--- src/rtl/mep_pkg.sv ---
// shared constants, types and helpers for the event-driven pwm block
package mep_pkg;

    localparam int NUM_SLOTS = 8;
    localparam int SLOT_IW   = (NUM_SLOTS > 1) ? $clog2(NUM_SLOTS) : 1;
    localparam int OUT_BITS  = 8;
    localparam int VIS_SLOTS = (NUM_SLOTS < OUT_BITS) ? NUM_SLOTS : OUT_BITS;

    localparam logic [7:0] NO_COMPARE    = 8'hFF;
    localparam logic [7:0] MAX_WIDTH_RST = 8'hFF;
    localparam logic [7:0] SLOT_LIMIT    = 8'(NUM_SLOTS);

    localparam logic [2:0] CMD_TOP    = 3'd0;
    localparam logic [2:0] CMD_MATCH  = 3'd1;
    localparam logic [2:0] CMD_ADD    = 3'd2;
    localparam logic [2:0] CMD_REMOVE = 3'd3;
    localparam logic [2:0] CMD_SET    = 3'd4;

    // controller to datapath
    typedef struct packed {
        logic               load_in;
        logic               exec;
        logic               scan_top;
        logic               scan_match;
        logic               scan_first;
        logic               scan_last;
        logic [SLOT_IW-1:0] scan_idx;
        logic               load_out;
    } mep_cmd_t;

    // datapath to controller
    typedef struct packed {
        logic is_scan;
        logic is_top;
    } mep_stat_t;

    // low slots as an output byte, upper bits zero when there are fewer slots
    function automatic logic [OUT_BITS-1:0] to_byte(input logic [NUM_SLOTS-1:0] v);
        logic [OUT_BITS-1:0] b;
        b = '0;
        for (int i = 0; i < VIS_SLOTS; i++)
        begin
            b[i] = v[i];
        end
        return b;
    endfunction

endpackage

--- src/rtl/mep_ctrl.sv ---
// sequencer for request decode, slot scan and result hand-off
module mep_ctrl
    import mep_pkg::*;
(
    input  logic      clk,
    input  logic      rst_n,
    input  logic      in_valid,
    output logic      in_ready,
    output logic      out_valid,
    input  logic      out_ready,
    input  mep_stat_t stat,
    output mep_cmd_t  cmd
);

    localparam logic [1:0] ST_IDLE   = 2'd0;
    localparam logic [1:0] ST_DECODE = 2'd1;
    localparam logic [1:0] ST_SCAN   = 2'd2;
    localparam logic [1:0] ST_FINISH = 2'd3;

    localparam logic [SLOT_IW-1:0] LAST_IDX = SLOT_IW'(NUM_SLOTS - 1);

    logic [1:0]         state_reg, state_next;
    logic [SLOT_IW-1:0] idx_reg, idx_next;
    logic               out_valid_reg, out_valid_next;

    always_comb
    begin
        state_next     = state_reg;
        idx_next       = idx_reg;
        cmd            = '0;
        cmd.scan_idx   = idx_reg;
        in_ready       = 1'b0;
        case (state_reg)
            ST_IDLE:
            begin
                in_ready = 1'b1;
                if (in_valid)
                begin
                    cmd.load_in = 1'b1;
                    state_next  = ST_DECODE;
                end
            end
            ST_DECODE:
            begin
                cmd.exec = 1'b1;
                idx_next = '0;
                if (stat.is_scan)
                    state_next = ST_SCAN;
                else
                    state_next = ST_FINISH;
            end
            ST_SCAN:
            begin
                cmd.scan_top   = stat.is_top;
                cmd.scan_match = !stat.is_top;
                cmd.scan_first = (idx_reg == '0);
                cmd.scan_last  = (idx_reg == LAST_IDX);
                if (idx_reg == LAST_IDX)
                    state_next = ST_FINISH;
                else
                    idx_next = idx_reg + 1'b1;
            end
            ST_FINISH:
            begin
                if (!out_valid_reg || out_ready)
                begin
                    cmd.load_out = 1'b1;
                    state_next   = ST_IDLE;
                end
            end
            default:
            begin
                state_next = ST_IDLE;
            end
        endcase
    end

    always_comb
    begin
        if (cmd.load_out)
            out_valid_next = 1'b1;
        else if (out_ready)
            out_valid_next = 1'b0;
        else
            out_valid_next = out_valid_reg;
    end

    assign out_valid = out_valid_reg;

    always_ff @(posedge clk or negedge rst_n)
    begin
        if (!rst_n)
        begin
            state_reg     <= ST_IDLE;
            idx_reg       <= '0;
            out_valid_reg <= 1'b0;
        end
        else
        begin
            state_reg     <= state_next;
            idx_reg       <= idx_next;
            out_valid_reg <= out_valid_next;
        end
    end

`ifndef SYNTH
    a_accept_to_decode: assert property (@(posedge clk) disable iff (!rst_n)
        in_valid && in_ready |=> state_reg == ST_DECODE)
        else $error("accepted request did not move to decode");

    a_result_slot_free: assert property (@(posedge clk) disable iff (!rst_n)
        cmd.load_out |-> (!out_valid_reg || out_ready))
        else $error("result overwritten before it was taken");

    a_scan_steps: assert property (@(posedge clk) disable iff (!rst_n)
        state_reg == ST_SCAN && !cmd.scan_last |=> state_reg == ST_SCAN
            && idx_reg == $past(idx_reg) + 1'b1)
        else $error("slot scan skipped or stalled");

    a_scan_ends_in_finish: assert property (@(posedge clk) disable iff (!rst_n)
        cmd.scan_last |=> state_reg == ST_FINISH)
        else $error("scan did not end in finish");
`endif

endmodule

--- src/rtl/mep_datapath.sv ---
// slot width stores, level and enable registers, compare search and result register
module mep_datapath
    import mep_pkg::*;
(
    input  logic       clk,
    input  logic       rst_n,
    input  mep_cmd_t   cmd,
    output mep_stat_t  stat,
    input  logic [2:0] in_cmd,
    input  logic [7:0] in_slot,
    input  logic [7:0] in_width,
    input  logic       cfg_we,
    input  logic [7:0] cfg_data,
    output logic [7:0] levels,
    output logic [7:0] next_compare,
    output logic [7:0] enabled_mask,
    output logic       status
);

    logic [2:0] cmd_reg;
    logic [7:0] slot_reg;
    logic [7:0] width_reg;
    logic [7:0] max_width_reg;

    logic [7:0]           shadow_reg [NUM_SLOTS];
    logic [7:0]           shadow_next [NUM_SLOTS];
    logic [7:0]           active_reg [NUM_SLOTS];
    logic [7:0]           active_next [NUM_SLOTS];
    logic [NUM_SLOTS-1:0] enabled_reg, enabled_next;
    logic [NUM_SLOTS-1:0] levels_reg, levels_next;
    logic [7:0]           compare_reg, compare_next;
    logic [7:0]           least_reg, least_next;
    logic                 rej_reg, rej_next;

    logic [7:0] levels_out_reg, compare_out_reg, enabled_out_reg;
    logic       status_out_reg;

    logic [SLOT_IW-1:0] sidx;
    logic               slot_ok, width_ok, en_sel, rejected;
    logic [7:0]         sh_rd, ac_rd, least_cur;

    assign stat.is_scan = (cmd_reg == CMD_TOP) || (cmd_reg == CMD_MATCH);
    assign stat.is_top  = (cmd_reg == CMD_TOP);

    assign sidx     = slot_reg[SLOT_IW-1:0];
    assign slot_ok  = (slot_reg < SLOT_LIMIT);
    assign width_ok = (width_reg <= max_width_reg);
    assign en_sel   = enabled_reg[sidx];
    assign sh_rd    = shadow_reg[cmd.scan_idx];
    assign ac_rd    = active_reg[cmd.scan_idx];
    assign least_cur = cmd.scan_first ? NO_COMPARE : least_reg;

    always_comb
    begin
        case (cmd_reg)
            CMD_TOP:    rejected = 1'b0;
            CMD_MATCH:  rejected = 1'b0;
            CMD_ADD:    rejected = !slot_ok || !width_ok || en_sel;
            CMD_REMOVE: rejected = !slot_ok;
            CMD_SET:    rejected = !slot_ok || !width_ok || !en_sel;
            default:    rejected = 1'b1;
        endcase
    end

    always_comb
    begin
        shadow_next  = shadow_reg;
        active_next  = active_reg;
        enabled_next = enabled_reg;
        levels_next  = levels_reg;
        compare_next = compare_reg;
        least_next   = least_reg;
        rej_next     = rej_reg;

        if (cmd.exec)
        begin
            rej_next = rejected;
            if (!rejected)
            begin
                case (cmd_reg)
                    CMD_ADD:
                    begin
                        enabled_next[sidx] = 1'b1;
                        shadow_next[sidx]  = width_reg;
                    end
                    CMD_REMOVE:
                    begin
                        enabled_next[sidx] = 1'b0;
                        shadow_next[sidx]  = 8'd0;
                        levels_next[sidx]  = 1'b0;
                    end
                    CMD_SET:
                    begin
                        shadow_next[sidx] = width_reg;
                    end
                    default:
                    begin
                        rej_next = rejected;
                    end
                endcase
            end
        end

        // one slot per cycle, running minimum kept in least_reg
        if (cmd.scan_top)
        begin
            active_next[cmd.scan_idx] = sh_rd;
            least_next = least_cur;
            if (sh_rd != 8'd0)
            begin
                levels_next[cmd.scan_idx] = 1'b1;
                if (sh_rd < least_cur)
                    least_next = sh_rd;
            end
            if (cmd.scan_last)
                compare_next = least_next;
        end
        else if (cmd.scan_match)
        begin
            least_next = least_cur;
            if (ac_rd == compare_reg)
                levels_next[cmd.scan_idx] = 1'b0;
            if (ac_rd > compare_reg && ac_rd < least_cur)
                least_next = ac_rd;
            if (cmd.scan_last)
                compare_next = least_next;
        end
    end

    always_ff @(posedge clk or negedge rst_n)
    begin
        if (!rst_n)
        begin
            for (int i = 0; i < NUM_SLOTS; i++)
            begin
                shadow_reg[i] <= 8'd0;
                active_reg[i] <= 8'd0;
            end
            enabled_reg   <= '0;
            levels_reg    <= '0;
            compare_reg   <= NO_COMPARE;
            max_width_reg <= MAX_WIDTH_RST;
        end
        else
        begin
            shadow_reg  <= shadow_next;
            active_reg  <= active_next;
            enabled_reg <= enabled_next;
            levels_reg  <= levels_next;
            compare_reg <= compare_next;
            if (cfg_we)
                max_width_reg <= cfg_data;
        end
    end

    // request and result payload and the scan minimum, no reset needed
    always_ff @(posedge clk)
    begin
        least_reg <= least_next;
        rej_reg   <= rej_next;
        if (cmd.load_in)
        begin
            cmd_reg   <= in_cmd;
            slot_reg  <= in_slot;
            width_reg <= in_width;
        end
        if (cmd.load_out)
        begin
            levels_out_reg  <= to_byte(levels_reg);
            compare_out_reg <= compare_reg;
            enabled_out_reg <= to_byte(enabled_reg);
            status_out_reg  <= rej_reg;
        end
    end

    assign levels       = levels_out_reg;
    assign next_compare = compare_out_reg;
    assign enabled_mask = enabled_out_reg;
    assign status       = status_out_reg;

endmodule

--- src/rtl/multichannel_event_pwm.sv ---
// top level of the multi-slot event-driven pwm with shadowed widths
//
//  channel  | handshake             | payload
//  ---------+-----------------------+---------------------------------------------
//  request  | in_valid / in_ready   | cmd, slot, duty
//  result   | out_valid / out_ready | levels, next_compare, enabled_mask, status
//  config   | cfg_we                | cfg_data (max_width)
//
// add, remove, set and unknown requests go from decode straight to finish before the next accept
// period top and compare match pass through a scan state between decode and finish: the compare search
// walks the width store one slot per cycle
// the result register frees the controller as soon as the finish step loads it;
// a stalled result holds the block in finish until it is taken
// reset clears all widths, enables and levels and sets the compare value to 255
module multichannel_event_pwm
    import mep_pkg::*;
(
    input  logic       clk,
    input  logic       rst_n,
    input  logic       in_valid,
    output logic       in_ready,
    input  logic [2:0] cmd,
    input  logic [7:0] slot,
    input  logic [7:0] duty,
    output logic       out_valid,
    input  logic       out_ready,
    output logic [7:0] levels,
    output logic [7:0] next_compare,
    output logic [7:0] enabled_mask,
    output logic       status,
    input  logic       cfg_we,
    input  logic [7:0] cfg_data
);

    mep_cmd_t  dp_cmd;
    mep_stat_t dp_stat;

    mep_ctrl u_ctrl (
        .clk       (clk),
        .rst_n     (rst_n),
        .in_valid  (in_valid),
        .in_ready  (in_ready),
        .out_valid (out_valid),
        .out_ready (out_ready),
        .stat      (dp_stat),
        .cmd       (dp_cmd)
    );

    mep_datapath u_datapath (
        .clk          (clk),
        .rst_n        (rst_n),
        .cmd          (dp_cmd),
        .stat         (dp_stat),
        .in_cmd       (cmd),
        .in_slot      (slot),
        .in_width     (duty),
        .cfg_we       (cfg_we),
        .cfg_data     (cfg_data),
        .levels       (levels),
        .next_compare (next_compare),
        .enabled_mask (enabled_mask),
        .status       (status)
    );

endmodule

--- config.mk ---
export PLATFORM = sky130hd
export DESIGN_NAME = multichannel_event_pwm
export DESIGN_NICKNAME = d
export VERILOG_FILES = /design/src/rtl/mep_pkg.sv /design/src/rtl/mep_ctrl.sv /design/src/rtl/mep_datapath.sv /design/src/rtl/multichannel_event_pwm.sv
export SDC_FILE = /design/constraint.sdc
export NUM_CORES = 1
export LEC_CHECK = 0
export ABC_AREA = 0
export BUFFER_PORTS_ARGS = -buffer_cell sky130_fd_sc_hd__buf_2
export CORE_MARGIN = 4
export CORE_UTILIZATION = 55
export DETAILED_ROUTE_END_ITERATION = 8
export PLACE_DENSITY = 0.73
export SETUP_SLACK_MARGIN = 0.3
export SLEW_MARGIN = 20
export SYNTH_ARGS = -nofsm -noshare
export SYNTH_HDL_FRONTEND = slang
export SYNTH_SLANG_ARGS = --single-unit
--- constraint.sdc ---
create_clock -name clk -period 4.1 [get_ports clk]
set_input_delay 0.82 -clock clk [delete_from_list [all_inputs] [get_ports clk]]
set_output_delay 0.82 -clock clk [all_outputs]
set_load 0.02 [all_outputs]
==> impl_metrics.ini, run 1 <==
[yosys]
synth-async-reset-ratio = 0.7580
synth_edf_count = 53
synth-seq-area-share = 0.5464
yosysWarningCount = 0
avgSynthCellArea_um2 = 11.84
ys_seq_elements = 219
synthCells = 891
synth_area_mm2 = 0.01055
synth_cell_types = 74
syn_nets = 960
synth-main-ff-cell = dfrtp_1

[sta]
drv_slew = 0
fin_tns_setup_ps = 0
relSlewSlack = 0.3814
hold_viol = 0
rsz0062_at_grt = no
min_period_over_period = 0.8604
skew_ps = 11.98
worst_pin_slew_ps = 927.9
fmax_ghz = 0.2835
fin_crit_ps = 3528
setup_violations = 0

[global_route]
grt_pass1_wl_um = 38780
overflow = 0
grt_max_degree = 79
grtUsageTotal = 0.2233
grt_pass1_vias = 7109
antenna_found_initial = 0

[routing]
drtIter0Drc = 544
drc = 0
via_per_inst = 5.922
drt_wl_total_um = 23880
vias = 7118
drtAntennaViolNets = 0
post_drt_wl_per_cell_um = 19.87
dr.pass1.iters = 5

[clock_network]
cts_buffers = 23
clock_latency_ps = 510
htreeDepth = 1
root_buffer = clkbuf_16
cts_tree = yes
clkTransAtPathRegs_ps = 60
cts_buffer_depth = 3
cts_sinks = 219

[placement]
place_hpwl_um = 16260
io_buffers = 58
gp_congestion = 0.8691

[finish]
syn2layout_area_growth_pct = 14.10
fill_cells = 1442
drive_above_1_share = 0.2490
final_cell_mix = dfrtp_1 (149), nand2_1 (71), nor2_1 (64), mux2_2 (63), buf_2 (57)
final_common_cell = dfrtp_1
diodes = 0
layout.nets = 1022

[pwr]
leakage_uw = 0.005592
ir_drop_mv = 0.3106
power_uw = 8185
power_density_mw_per_mm2 = 679.9

[worst_setup_path]
worst_path_max_delay_cell = a2111oi_2
crit_fanout = 8
worstPathRequired_ps = 4340
crit_chain = inv_1 -> ha_1 -> and3b_1 -> buf_4 -> nor2_1 -> ha_1 -> a21o_1 -> a21o_1 -> a2111oi_2 -> nor3b_2 -> buf_4 -> a211o_1 -> nand2_1
cp_slowest_stage_delay_ps = 450
r2r_end = u_datapath.least_reg[3]$_DFFE_PP_
crit_start = u_ctrl.idx_reg[1]$_DFFE_PN0P_
reg2regPathDepth = 13
start_kind = flop
reg2reg_slack_ps = 570
critPathKind = flop to flop
cp.arrival_ps = 3770
cp-endpoint = u_datapath.least_reg[3]$_DFFE_PP_
endpoint_kind = flop
r2r_start = u_ctrl.idx_reg[1]$_DFFE_PN0P_

[job]
maxCapViolCount = 0

[run_status]
outcome = finished, final reports clean

[hold_path]
hp-class = input pin to asynchronous set/reset pin

[floorplan]
rows = 50
initial_utilization = 0.5622
die_x_um = 146.5
core-area_mm2 = 0.01877
io_pins = 59
fp.dieArea_mm2 = 0.02146
fp.dieH_um = 146.5
==> synthesized netlist by cell type (all sizes together), types with 2 or more instances <==
| cell | instances | share of area |
|---|---|---|
| nor2 | 64 | 0.023 |
| a211oi | 6 | 0.0059 |
| o31ai | 2 | 0.0014 |
| a211o | 10 | 0.0083 |
| nand4 | 7 | 0.0056 |
| and3b | 4 | 0.0033 |
| nand2b | 5 | 0.0030 |
| inv | 39 | 0.014 |
| dfstp | 16 | 0.040 |
| a21oi | 48 | 0.023 |
| a22o | 2 | 0.0017 |
| o221ai | 2 | 0.0017 |
| nand3b | 6 | 0.0043 |
| edfxtp | 53 | 0.15 |
| o22ai | 5 | 0.0036 |
| nand3 | 9 | 0.0043 |
| nor3b | 8 | 0.0057 |
| dfrtp | 150 | 0.36 |
| clkbuf | 35 | 0.013 |
| nor3 | 13 | 0.0062 |
| a22oi | 19 | 0.016 |
| mux2i | 28 | 0.027 |
| nor2b | 5 | 0.0030 |
| a21o | 3 | 0.0021 |
| a221oi | 5 | 0.0042 |
| a31oi | 12 | 0.0085 |
| o211ai | 6 | 0.0043 |
| buf | 25 | 0.015 |
| or3 | 2 | 0.0012 |
| and4 | 3 | 0.0025 |
| and2 | 15 | 0.0089 |
| or3b | 3 | 0.0025 |
| a221o | 4 | 0.0038 |
| mux4 | 10 | 0.022 |
| a21boi | 2 | 0.0014 |
| ha | 37 | 0.044 |
| o2bb2ai | 2 | 0.0017 |
| o21ai | 45 | 0.022 |
| nand2 | 71 | 0.025 |
| mux2 | 92 | 0.098 |
| a32oi | 4 | 0.0033 |
==> worst max-delay path: cells and delay by family, from the launching register on <==
family                     cells  cell delay (ps)
adders and majority gates      2              430
DFF                            1              440
buffers and inverters          3              720
AOI/OAI and AO/OA              4              930
and+or+nand+nor                4              760
==> report_power, final <==
group          total (uW)  leakage [uW]  switching [uW]  internal (uW)
Sequential           2920       0.00273             200           2720
Combinational        3050       0.00246            1860           1200
Clock                2210      0.000403             831           1380
==> cell type report <==
cell class	count	area, um^2	share of cell area
timing repair buffer	97	618.1	0.05134
clock buffer	34	709.4	0.05893
inverter	40	150.1	0.01247
tap	234	292.8	0.02432
clock inverter	6	105.1	0.008730
multi-input combinational	572	4394	0.3650
sequential	219	5769	0.4792
==> through the flow <==
stage / area [um^2] / instances / setup WS [ps] / util / hold WS [ps]
final: 12040 / 1202 / 572.3 / 0.6415 / 321.6
after global routing: 12040 / 1202 / 334.2 / 0.6415 / 352.8
after CTS: 11980 / 1197 / 435.1 / 0.6383 / 332.2
after detailed placement: 11160 / 1157 / 348.9 / 0.5947 / 427.3
after global placement: 11160 / 1157 / 345.2 / 0.5947 / 427.1
after floorplan: 10570 / 891 / 321.2 / - / 400.3
==> per-layer routing <==
layer	share of wire	vias to the layer above	routed length (um)	GRT usage
met5	0	-	0	0
met4	0.020	0	478	0.06162
met3	0.060	38	1442	0.03135
met2	0.46	231	11040	0.3498
met1	0.46	3509	10920	0.3295
li1	-	3340	-	-
==> worst min-delay path by stage <==
stage / from / endpoint / slack [ps]
floorplan: u_datapath.rej_reg$_DFFE_PP_ / u_datapath.status$_DFFE_PP_ / 400
global placement: u_datapath.rej_reg$_DFFE_PP_ / u_datapath.status$_DFFE_PP_ / 430
detailed placement: u_datapath.rej_reg$_DFFE_PP_ / u_datapath.status$_DFFE_PP_ / 430
CTS: rst_n / u_datapath.shadow_reg[7]$_DFFE_PN0P_ / 330
global route: rst_n / u_datapath.shadow_reg[53]$_DFFE_PN0P_ / 350
finish: rst_n / u_datapath.shadow_reg[53]$_DFFE_PN0P_ / 320
==> repair_timing <==
action	CTS	global route
hold buffers	0	0
setup buffers	0	5
pin swaps	0	0
gates resized for setup	1	3
setup endpoints to repair	1	16
endpoints found under the hold margin	0	0
==> logic make-up after synthesis <==
family                   count (synthesis)  synth area share
AND/OR/NAND/NOR                        220            0.1019
flip-flops                             219            0.5464
AO/OA/AOI/OAI                          183            0.1175
buffers and inverters                  100           0.04186
XOR/XNOR                                 2          0.001660
adder cells (fa/ha/maj)                 37           0.04387
multiplexers                           130            0.1468
(Power assumes the default switching activity.)
==> run 2, diff against run 1 <==
PLACE_DENSITY = 0.7   (was 0.73)
clock period = 4 ns   (was 4.1 ns; I/O delays follow)
==> run 2 against run 1 <==
Against the previous run: clock power down 4%; sequential power up 3%; sequential share of layout area about the same; utilization down 0.073 points; first-iteration DRC count up 3.3%; cell count up 0.17%; worst setup slack worse by 140 ps; non-clock buffer count unchanged; cell area down 0.11%; largest cell class unchanged; largest power group unchanged.
==> impl_metrics.ini, run 2 (synthesized netlist as in run 1, its figures left out) <==
[clock_network]
clock_latency_ps = 510
cts_tree = yes
cts_buffer_depth = 3
cts_sinks = 219
htreeDepth = 1
clkTransAtPathRegs_ps = 60
root_buffer = clkbuf_16
cts_buffers = 23
postCtsHoldBufs = 0

[pwr]
leakage_uw = 0.005568
ir_drop_mv = 0.3041
power_density_mw_per_mm2 = 699.3

[worst_setup_path]
crit_family = buffers and inverters
crit_fanout = 11
r2r_start = u_ctrl.idx_reg[0]$_DFFE_PN0P_
start_kind = flop
reg2regPathDepth = 13
path_common_cell = buf_4
path_buf_inv = 4
crit_chain = buf_4 -> buf_4 -> mux4_2 -> mux2i_2 -> inv_1 -> ha_1 -> nand3_1 -> nor3_2 -> a2111oi_4 -> nor3b_4 -> buf_4 -> a211o_1 -> nand2_1
worst_path_max_delay_cell = mux4_2
worstPathRequired_ps = 4260
cp.arrival_ps = 3830
critPathKind = flop to flop
reg2reg_slack_ps = 430
cp_slowest_stage_delay_ps = 530
r2r_end = u_datapath.least_reg[1]$_DFFE_PP_
endpoint_kind = flop

[routing]
drt_wl_total_um = 24030
vias = 7115
dr.pass1.iters = 7
drtIter0Drc = 562
post_drt_wl_per_cell_um = 19.96
via_per_inst = 5.909
drtAntennaViolNets = 0
drc = 0

[global_route]
grt_max_degree = 99
use_met2 = 0.3436
met1_usage = 0.3397
grtUsageTotal = 0.2261
overflow = 0
met3_usage = 0.03755
top_usage_layer = met2
grt_pass1_wl_um = 39130
antenna_found_initial = 0
grt_pass1_vias = 7077

[floorplan]
rows = 50
initial_utilization = 0.5622
core-area_mm2 = 0.01877
die_x_um = 146.5
io_pins = 59
fp.dieH_um = 146.5
fp.dieArea_mm2 = 0.02146

[placement]
gp_congestion = 0.8833
place_hpwl_um = 16570
io_buffers = 58

[sta]
fin_crit_ps = 3571
whs_ps = 380.2
fin_tns_setup_ps = 0
setup_violations = 0
relSlewSlack = 0.3699
fmax_ghz = 0.2800
min_period_over_period = 0.8927
skew_ps = 9.410
rsz0062_at_grt = no
worst_pin_slew_ps = 945.1
drv_slew = 0
hold_viol = 0

[finish]
final_cell_mix = dfrtp_1 (149), nand2_1 (71), nor2_1 (64), mux2_2 (63), buf_2 (57)
final_common_cell = dfrtp_1
fill_cells = 1422
syn2layout_area_growth_pct = 13.97
layout.nets = 1022
diodes = 0
drive_above_1_share = 0.2505

[hold_path]
hp-class = input pin to asynchronous set/reset pin

[run_status]
outcome = finished, final reports clean

[job]
maxCapViolCount = 0
[run 2: changes by cell type in the layout (fill, tap and decap cells not counted), moves of 2 or more]
cell,change
a22oi_1,-2
a221oi_1,-2
clkbuf_8,-4
a221oi_2,+2
clkinv_1,+5
a22oi_2,+2
[run 2: timing repair]
action,CTS,global route
cloned,0,0
setup endpoints to repair,14,16
pin swaps,1,1
resized for setup,1,8
buffers inserted,2,5
[run 2: power by group]
part,switching (uW),internal [uW]
clock,852,1280
sequential,212,2790
combinational,2000,1280
total,3060,5350
[run 2: area by class of cell]
class                           instances  area [um^2]  area share
Sequential cell                       219         5767      0.4796
Clock buffer                           31        658.1     0.05473
Clock inverter                         11        102.6    0.008532
Multi-Input combinational cell        572         4441      0.3693
Inverter                               40        150.1     0.01249
Tap cell                              234        292.8     0.02435
Timing Repair Buffer                   97        614.3     0.05109
[run 2: worst register-to-register path, cell delays in order (launching register included)]
cell,delay [ps]
dfrtp_2,420
buf_4,200
buf_4,240
mux4_2,540
mux2i_2,200
inv_1,110
ha_1,310
nand3_1,170
nor3_2,80
a2111oi_4,380
nor3b_4,270
buf_4,200
a211o_1,140
nand2_1,60
[run 2: metrics by stage]
step | setup WS (ps) | total power [uW] | utilization | cell area [um^2] | cells
floorplan | 314.2 | 5232 | - | 10590 | 891
global placement | 280.0 | 5975 | 0.5952 | 11170 | 1155
detailed placement | 211.4 | 6069 | 0.5952 | 11170 | 1155
CTS | 280.3 | 8277 | 0.6365 | 11950 | 1199
global route | 265.5 | 8890 | 0.6407 | 12030 | 1204
finish | 429.1 | 8409 | 0.6407 | 12030 | 1204
[run 2: per-layer routing]
layer	vias to the layer above	share of wire
li1	3356	-
met1	3494	0.46
met2	217	0.46
met3	48	0.064
met4	0	0.024
met5	-	0
[run 2: worst max-delay path by stage]
stage	endpoint	from	depth (start not counted)	slack [ps]
after CTS	u_datapath.least_reg[3]$_DFFE_PP_	u_ctrl.idx_reg[0]$_DFFE_PN0P_	13	280
after global placement	u_datapath.compare_reg[3]$_DFFE_PN1P_	u_ctrl.idx_reg[0]$_DFFE_PN0P_	12	280
after floorplan	u_datapath.least_reg[4]$_DFFE_PP_	u_ctrl.idx_reg[0]$_DFFE_PN0P_	15	310
final	u_datapath.least_reg[1]$_DFFE_PP_	u_ctrl.idx_reg[0]$_DFFE_PN0P_	13	430
after global routing	u_datapath.least_reg[7]$_DFFE_PP_	u_ctrl.idx_reg[0]$_DFFE_PN0P_	13	270
after detailed placement	u_datapath.compare_reg[3]$_DFFE_PN1P_	u_ctrl.idx_reg[0]$_DFFE_PN0P_	12	210
==> run 3, diff against run 2 <==
CORE_UTILIZATION = 35   (was 55)
PLACE_DENSITY = 0.48   (was 0.7)
==> run 3 against run 2 <==
Against the previous run: sequential share of layout area is 1.2 points lower; first-iteration DRC count down 12%; sequential cell count unchanged; total power grew 2.6%; hold slack got worse by 51 ps; worst setup slack improved by 60 ps; critical path depth unchanged; highest routed layer unchanged; largest cell class unchanged; combinational power is essentially flat; clock power is 8% higher; via count fell by 0.39%; wire length up 14%.
==> impl_metrics.ini, run 3 (synthesized netlist as in run 1, its figures left out) <==
[clock_network]
cts_tree = yes
clock_latency_ps = 540
cts_buffer_depth = 3
root_buffer = clkbuf_16
cts_buffers = 26
cts_sinks = 219
htreeDepth = 1
clkTransAtPathRegs_ps = 70

[floorplan]
rows = 63
initial_utilization = 0.3551
core-area_mm2 = 0.02972
io_pins = 59
fp.dieH_um = 181.6
fp.dieArea_mm2 = 0.03299
die_x_um = 181.6

[pwr]
p_clk_frac = 0.266
switching_share = 0.3627
p_sw_uw = 3130
power_density_mw_per_mm2 = 700.2
leakage_uw = 0.005635
seqPwrFrac = 0.350
combPwrFrac = 0.384
ir_drop_mv = 0.3734
intPower_uw = 5501

[global_route]
antenna_found_initial = 0
overflow = 0
grt_max_degree = 88
grt_pass1_wl_um = 43540
grtUsageTotal = 0.1669
grt_pass1_vias = 7094

[routing]
vias = 7087
post_drt_wl_per_cell_um = 20.06
dr.pass1.iters = 5
drc = 0
drt_wl_total_um = 27500
drtIter0Drc = 494
drtAntennaViolNets = 0
via_per_inst = 5.169

[sta]
fmax_ghz = 0.2848
rsz0062_at_grt = no
hold_viol = 0
min_period_over_period = 0.8777
fin_tns_setup_ps = 0
setup_violations = 0
whs_ps = 328.9
skew_ps = 26.40
relSlewSlack = 0.3874
fin_crit_ps = 3511
worst_pin_slew_ps = 919.0
drv_slew = 0

[run_status]
outcome = finished, final reports clean

[placement]
place_hpwl_um = 19530
gp_congestion = 0.8063
io_buffers = 58
dp_cells = 1322
dpl_cell_area_mm2 = 0.01146

[worst_setup_path]
start_kind = flop
worstPathRequired_ps = 4280
crit_fanout = 28
critPathKind = flop to flop
path_buf_inv = 3
cp_slowest_stage_delay_ps = 460
worst_path_max_delay_cell = dfrtp_2
endpoint_kind = flop
crit_family = simple AND/OR/NAND/NOR gates
cp.arrival_ps = 3790
crit_chain = buf_12 -> inv_2 -> ha_1 -> and3b_1 -> nor2_1 -> ha_1 -> a21o_1 -> a21o_1 -> a2111oi_4 -> nor3b_4 -> buf_12 -> a211o_1 -> nand2_1
reg2reg_slack_ps = 490

[finish]
final_cells = 1371
drive_above_1_share = 0.2559
fin_area_mm2 = 0.01233
fin_util = 0.4148
syn2layout_area_growth_pct = 16.83
final_common_cell = dfrtp_1
layout.nets = 1031
final_cell_mix = dfrtp_1 (148), nand2_1 (71), nor2_1 (64), mux2_2 (63), buf_2 (57)
diodes = 0

[job]
maxCapViolCount = 0

[hold_path]
hp-class = input pin to asynchronous set/reset pin
-- run 3: power by group through the flow --
stage	clock network [uW]	logic, uW	registers (uW)
3_5_place_dp	0	3250	3060
2_1_floorplan	0	2180	3050
4_1_cts	2370	3260	3030
3_3_place_gp	0	3230	3060
6_report	2300	3310	3020
5_1_grt	2460	3650	3070
-- run 3: timing repair --
item / CTS / global route
endpoints found under the setup margin: 0 / 11
setup buffers: 0 / 2
hold buffers: 0 / 0
resized for setup: 0 / 3
-- run 3: through the flow --
stage / power, uW / setup WS, ps
6_report: 8632 / 489.1
3_3_place_gp: 6294 / 478.7
3_5_place_dp: 6313 / 472.5
4_1_cts: 8652 / 456.3
5_1_grt: 9173 / 297.5
2_1_floorplan: 5232 / 314.2
-- run 3: worst reg2reg max path, stage by stage (launching register included) --
cell and delay [ps]:
dfrtp_2 460, buf_12 200, inv_2 150, ha_1 170
and3b_1 390, nor2_1 120, ha_1 310, a21o_1 160
a21o_1 200, a2111oi_4 390, nor3b_4 350, buf_12 170
a211o_1 120, nand2_1 60
-- run 3: routing by layer --
| metal | routed length [um] | vias to the layer above | part of all wire | GRT usage |
|---|---|---|---|---|
| li1 | - | 3377 | - | - |
| met1 | 12970 | 3554 | 0.47 | 0.2395 |
| met4 | 491 | 0 | 0.018 | 0.04053 |
| met3 | 879 | 33 | 0.032 | 0.02244 |
| met2 | 13160 | 123 | 0.48 | 0.2695 |
| met5 | 0 | - | 0 | 0 |
-- run 3: final timing paths --
kind | cells past startpoint | end | from
max reg2reg | 13 | u_datapath.least_reg[3]$_DFFE_PP_ | u_ctrl.idx_reg[0]$_DFFE_PN0P_
min reg2reg | 0 | u_datapath.status$_DFFE_PP_ | u_datapath.rej_reg$_DFFE_PP_
max in group asynchronous | 2 | u_datapath.max_width_reg[3]$_DFFE_PN1P_ | rst_n
min in group clk | 0 | u_datapath.status$_DFFE_PP_ | u_datapath.rej_reg$_DFFE_PP_
max | 13 | u_datapath.least_reg[3]$_DFFE_PP_ | u_ctrl.idx_reg[0]$_DFFE_PN0P_
min | 1 | u_datapath.active_reg[20]$_DFFE_PN0P_ | rst_n
-- run 3: cell type report --
class	instances	area (um^2)
fillers	2801	17390
flip-flops and latches	219	5768
multi-input cells	572	4418
clock buffers	37	753.2
repair buffers	103	671.9
well taps	390	488.0
inverters	40	150.1
clock inverters	10	77.57
